## src/rtl/fmsr_pkg.sv

```systemverilog
// Shared constants, codes, control structs and helpers of the substring rule table.
package fmsr_pkg;

  localparam int unsigned MaxRulesDef     = 96;
  localparam int unsigned PatternBytesDef = 48;

  // Widths fixed by the word fields.
  localparam int unsigned OpW       = 2;
  localparam int unsigned RuleIdxW  = 7;
  localparam int unsigned PosW      = 6;
  localparam int unsigned CharW     = 8;
  localparam int unsigned PlenW     = 6;
  localparam int unsigned AspectW   = 16;
  localparam int unsigned RuleCntW  = 8;
  localparam int unsigned CfgIdxW   = 2;
  localparam int unsigned CfgDataW  = 16;

  localparam logic [OpW-1:0] OpPatByte  = 2'd0;
  localparam logic [OpW-1:0] OpRuleWr   = 2'd1;
  localparam logic [OpW-1:0] OpNameChar = 2'd2;

  localparam logic [CfgIdxW-1:0] CfgRuleCount    = 2'd0;
  localparam logic [CfgIdxW-1:0] CfgDefaultAspect = 2'd1;

  typedef struct packed {
    logic capture;
    logic pat_rd;
    logic pat_wr;
    logic rule_wr;
    logic scan_start;
    logic scan_rd;
    logic lookup_rd;
    logic result_ld;
  } cmd_t;

  typedef struct packed {
    logic [OpW-1:0] op;
    logic           item_ok;
    logic           char_valid;
    logic           last;
    logic           scan_last;
    logic           out_busy;
  } status_t;

  function automatic logic [CharW-1:0] fold_case(input logic [CharW-1:0] c);
    logic [CharW-1:0] r;
    r = c;
    if (c inside {[8'h41:8'h5A]}) r = c + 8'h20;
    return r;
  endfunction

endpackage

```

## src/rtl/fmsr_ctrl.sv

```systemverilog
// Sequencer of the substring rule table: decodes words and steps the rule scan.
module fmsr_ctrl (
  input  logic             clk_i,
  input  logic             rst_ni,
  input  logic             in_valid_i,
  output logic             in_ready_o,
  input  fmsr_pkg::status_t status_i,
  output fmsr_pkg::cmd_t    cmd_o
);

  typedef enum logic [2:0] {
    S_IDLE, S_DECODE, S_PAT_RD, S_PAT_WR, S_SCAN, S_DRAIN, S_LOOKUP, S_RESULT
  } state_e;

  state_e state_q, state_d;

  always_comb begin
    state_d    = state_q;
    cmd_o      = '0;
    in_ready_o = 1'b0;
    case (state_q)
      S_IDLE: begin
        in_ready_o = 1'b1;
        if (in_valid_i) begin
          cmd_o.capture = 1'b1;
          state_d       = S_DECODE;
        end
      end
      S_DECODE: begin
        state_d = S_IDLE;
        case (status_i.op)
          fmsr_pkg::OpPatByte: begin
            if (status_i.item_ok) state_d = S_PAT_RD;
          end
          fmsr_pkg::OpRuleWr: begin
            cmd_o.rule_wr = status_i.item_ok;
          end
          fmsr_pkg::OpNameChar: begin
            if (status_i.char_valid) begin
              cmd_o.scan_start = 1'b1;
              state_d          = S_SCAN;
            end else if (status_i.last) begin
              state_d = S_LOOKUP;
            end
          end
          default: state_d = S_IDLE;
        endcase
      end
      S_PAT_RD: begin
        cmd_o.pat_rd = 1'b1;
        state_d      = S_PAT_WR;
      end
      S_PAT_WR: begin
        cmd_o.pat_wr = 1'b1;
        state_d      = S_IDLE;
      end
      S_SCAN: begin
        cmd_o.scan_rd = 1'b1;
        if (status_i.scan_last) state_d = S_DRAIN;
      end
      S_DRAIN: begin
        state_d = status_i.last ? S_LOOKUP : S_IDLE;
      end
      S_LOOKUP: begin
        cmd_o.lookup_rd = 1'b1;
        state_d         = S_RESULT;
      end
      S_RESULT: begin
        if (!status_i.out_busy) begin
          cmd_o.result_ld = 1'b1;
          state_d         = S_IDLE;
        end
      end
      default: state_d = S_IDLE;
    endcase
  end

  always_ff @(posedge clk_i or negedge rst_ni) begin
    if (!rst_ni) begin
      state_q <= S_IDLE;
    end else begin
      state_q <= state_d;
    end
  end

endmodule

```

## config.mk

```make
export PLATFORM = sky130hd
export DESIGN_NAME = fmsr_ctrl
export DESIGN_NICKNAME = d
export VERILOG_FILES = /design/src/rtl/fmsr_pkg.sv /design/src/rtl/fmsr_ctrl.sv
export SDC_FILE = /design/constraint.sdc
export NUM_CORES = 1
export LEC_CHECK = 0
export BUFFER_PORTS_ARGS = -buffer_cell sky130_fd_sc_hd__buf_2
export CORE_AREA = 2 2 39 41
export DETAILED_ROUTE_END_ITERATION = 10
export DIE_AREA = 0 0 41 43
export PLACE_DENSITY = 0.46
export SYNTH_ARGS = -nofsm -noshare
export SYNTH_HDL_FRONTEND = slang
export SYNTH_SLANG_ARGS = --single-unit
```

## constraint.sdc

```tcl
create_clock -name clk_i -period 1.11 [get_ports clk_i]
set_clock_uncertainty 0.15 [all_clocks]
set_input_delay 0.0555 -clock clk_i [delete_from_list [all_inputs] [get_ports clk_i]]
set_output_delay 0.0555 -clock clk_i [all_outputs]
set_load 0.005 [all_outputs]
```

==> results by group <==
Status
  • Outcome: complete, but fails checks
  • Failing checks: negative setup slack

STA
  • Tmin final: 1459 ps
  • RSZ-0062 raised after global routing: yes
  • Final Max Tran Viols: 0
  • Slew Limit Headroom: 84.98%
  • Setup Viol. Count Final: 12
  • Final worst slack: -348.9 ps
  • Actual slew at the worst max-slew pin: 224.4 ps
  • Final Hold Viols: 0
  • Final worst-path cycle share: 131.4%
  • Fmax: 685.5 MHz

Flow run
  • Max-cap violation count: 0

Final layout
  • Layout cells sized above 1: 68.57%
  • Filler Cells Inserted: 141
  • # diodes: 0
  • Biggest register: state_q
  • Max reg flops: 3
  • Most common cell after layout, fill and taps aside: buf_2
  • Most frequent cells in the layout: buf_2, dlygate4sd3_1, buf_4, buf_6
  • Finished Layout Cells: 86
  • Layout area overhead: 125.1%
  • Total Nets Final: 81
  • Biggest regs: state_q: 3 flops

Die
  • # IOs: 19
  • Row count: 14
  • Core ar.: 1384 um2
  • Die W: 41 um
  • DIE AREA: 1763 um2
  • Initial core utilization: 21.25%
  • Die Span Y: 43 um

Clock network
  • H-tree levels: 1
  • CTS root buffer: clkbuf_4
  • CTS clk-pin slew, worst paths: 40 ps
  • CTS sink count: 3
  • Number of CTS-inserted buffers: 3
  • Clk Latency, worst-skew pair: 230 ps
  • CTS Buffer Depth: 2
  • TritonCTS clock tree: built

Yosys
  • Post-synth top area share: 25.53%
  • Area leader, netlist: dfrtp_1
  • Synth top area cells: dfrtp_1, nor4b_4, buf_6
  • Post-Syn Instances: 35
  • Netlist cell types: 24
  • Sequential fraction of the synthesis area: 25.53%
  • Syn. warnings: 0
  • Post-Syn Area per Cell: 8.401 um2
  • Synth Cell Area: 294.0 um2
  • Synthesized flop and latch total: 3
  • Syn nets: 45

Global route
  • Antenna violations before repair: 0
  • First-pass GRT wire length: 1628 um
  • Vias in the first global route: 408
  • Largest net degree at the start of global routing: 8
  • Total grt overflow: 0
  • Total GRT Usage: 13.76%

Drt
  • Final wirelength: 998 um
  • Post-route ant nets: 0
  • Remaining DRCs: 0
  • 1st-iter DRT viols: 3
  • Via Count: 382
  • Vias/cell: 4.442
  • Pre-antenna DRT Iters: 2
  • Wirelength per Cell: 11.60 um

Critical path
  • CP required: 900 ps
  • Reg2Reg Depth: 6
  • Worst EP arrival: 1250 ps
  • Worst Path Max Fanout: 3
  • Reg2reg setup slack: -230 ps
  • Crit Path Class: flip-flop to output port
  • R2R Path End: state_q[1]
  • RR Startpoint: state_q[2]
  • CP Launch Type: flip-flop
  • Worst Setup End Kind: output port

Worst hold path
  • Min-delay worst type: input port to flip-flop
  • HP Start: status_i[5]
  • Hold Path Stages: 4
  • Hold EP: state_q[2]

Pwr
  • Leakage: 0.3080 nW
  • VDD IR max: 0.0007531 V
  • P per Cell Area: 2267 nW/um2

Placed design
  • GPL Wtd Cong: 0.7314
  • Pre-CTS setup slack: -139.8 ps
  • Placed Instances: 71
  • HPWL Detailed: 581.3 um
  • Input/output buffers: 18
critical path, cell delays in order, from the launching register on:
cell and delay, ps:
dfrtp_2 430, nor4b_4 280, and3_2 200, buf_2 100
cell usage after synthesis:
master     n
buf_6      2
nand3b_1   1
and3_1     2
nor4b_1    1
o21ai_2    1
a21oi_1    1
and3b_1    1
dfrtp_1    3
nor3b_1    2
o211ai_1   1
nand2_1    4
o2bb2ai_1  1
o21ai_1    1
inv_1      2
o21ai_0    1
nor3_1     2
buf_2      1
o22ai_1    1
and3_2     1
nor2b_1    1
nor4b_4    1
nor2_1     1
and2_1     1
nand2b_1   2
metrics by stage:
| step | instance area [um2] | setup TNS, ps | total power [mW] | utilization [%] | hold WS (ps) |
|---|---|---|---|---|---|
| floorplan | 294.0 | -157.9 | 0.5862 | - | -390.1 |
| global placement | 414.1 | -1008 | 0.7927 | 29.93 | -291.3 |
| detailed placement | 414.1 | -831.9 | 0.7832 | 29.93 | -293.2 |
| CTS | 598.1 | -2815 | 1.301 | 43.22 | 26.33 |
| global route | 661.9 | -3826 | 1.623 | 47.83 | 43.51 |
| finish | 661.9 | -3035 | 1.500 | 47.83 | 26.96 |
worst max-delay path by stage:
| stage | from | end | slack [ps] | cells after the start |
|---|---|---|---|---|
| after CTS | state_q[1] | cmd_o[3] | -350 | 3 |
| final | state_q[1] | cmd_o[3] | -350 | 3 |
| after detailed placement | state_q[2] | cmd_o[7] | -140 | 4 |
| after global placement | state_q[1] | cmd_o[3] | -160 | 3 |
| after global routing | state_q[1] | cmd_o[3] | -420 | 3 |
| after floorplan | state_q[2] | cmd_o[3] | -60 | 3 |
cells by family after synthesis:
logic type	share of synthesized area (%)
simple gates	46.81
buf+inv	11.91
compound gates	15.74
flops	25.53
power by group:
group / switching (mW) / total [mW] / internal, mW
clock network: 0.0591 / 0.194 / 0.135
logic: 0.435 / 1.05 / 0.614
registers: 0.0892 / 0.258 / 0.169
total: 0.583 / 1.50 / 0.917
repair_timing:
| action | in CTS | in global routing |
|---|---|---|
| setup endpoints to repair | 12 | 12 |
| pin swaps | 5 | 0 |
| hold endpoints to repair | 5 | 0 |
| hold buffers | 6 | 0 |
| setup buffers | 3 | 2 |
| gates cloned | 0 | 0 |
| gates resized for setup | 18 | 9 |
area by class of cell:
class                           instances  area, um2  area share, %
Multi-Input combinational cell         27      254.0          38.37
Clock buffer                            4      26.28          3.970
Tap cell                               16      20.02          3.025
Timing Repair Buffer                   34      262.8          39.70
Inverter                                2      20.02          3.025
Sequential cell                         3      78.83          11.91
per-layer routing:
metal	up-vias	routed length (um)	track usage, %
li1	195	-	-
met4	0	0	9.333
met3	0	26	1.571
met2	8	580	22.50
met5	-	0	0
met1	179	391	15.43
Note: power is estimated with default switching activity, not from simulation.
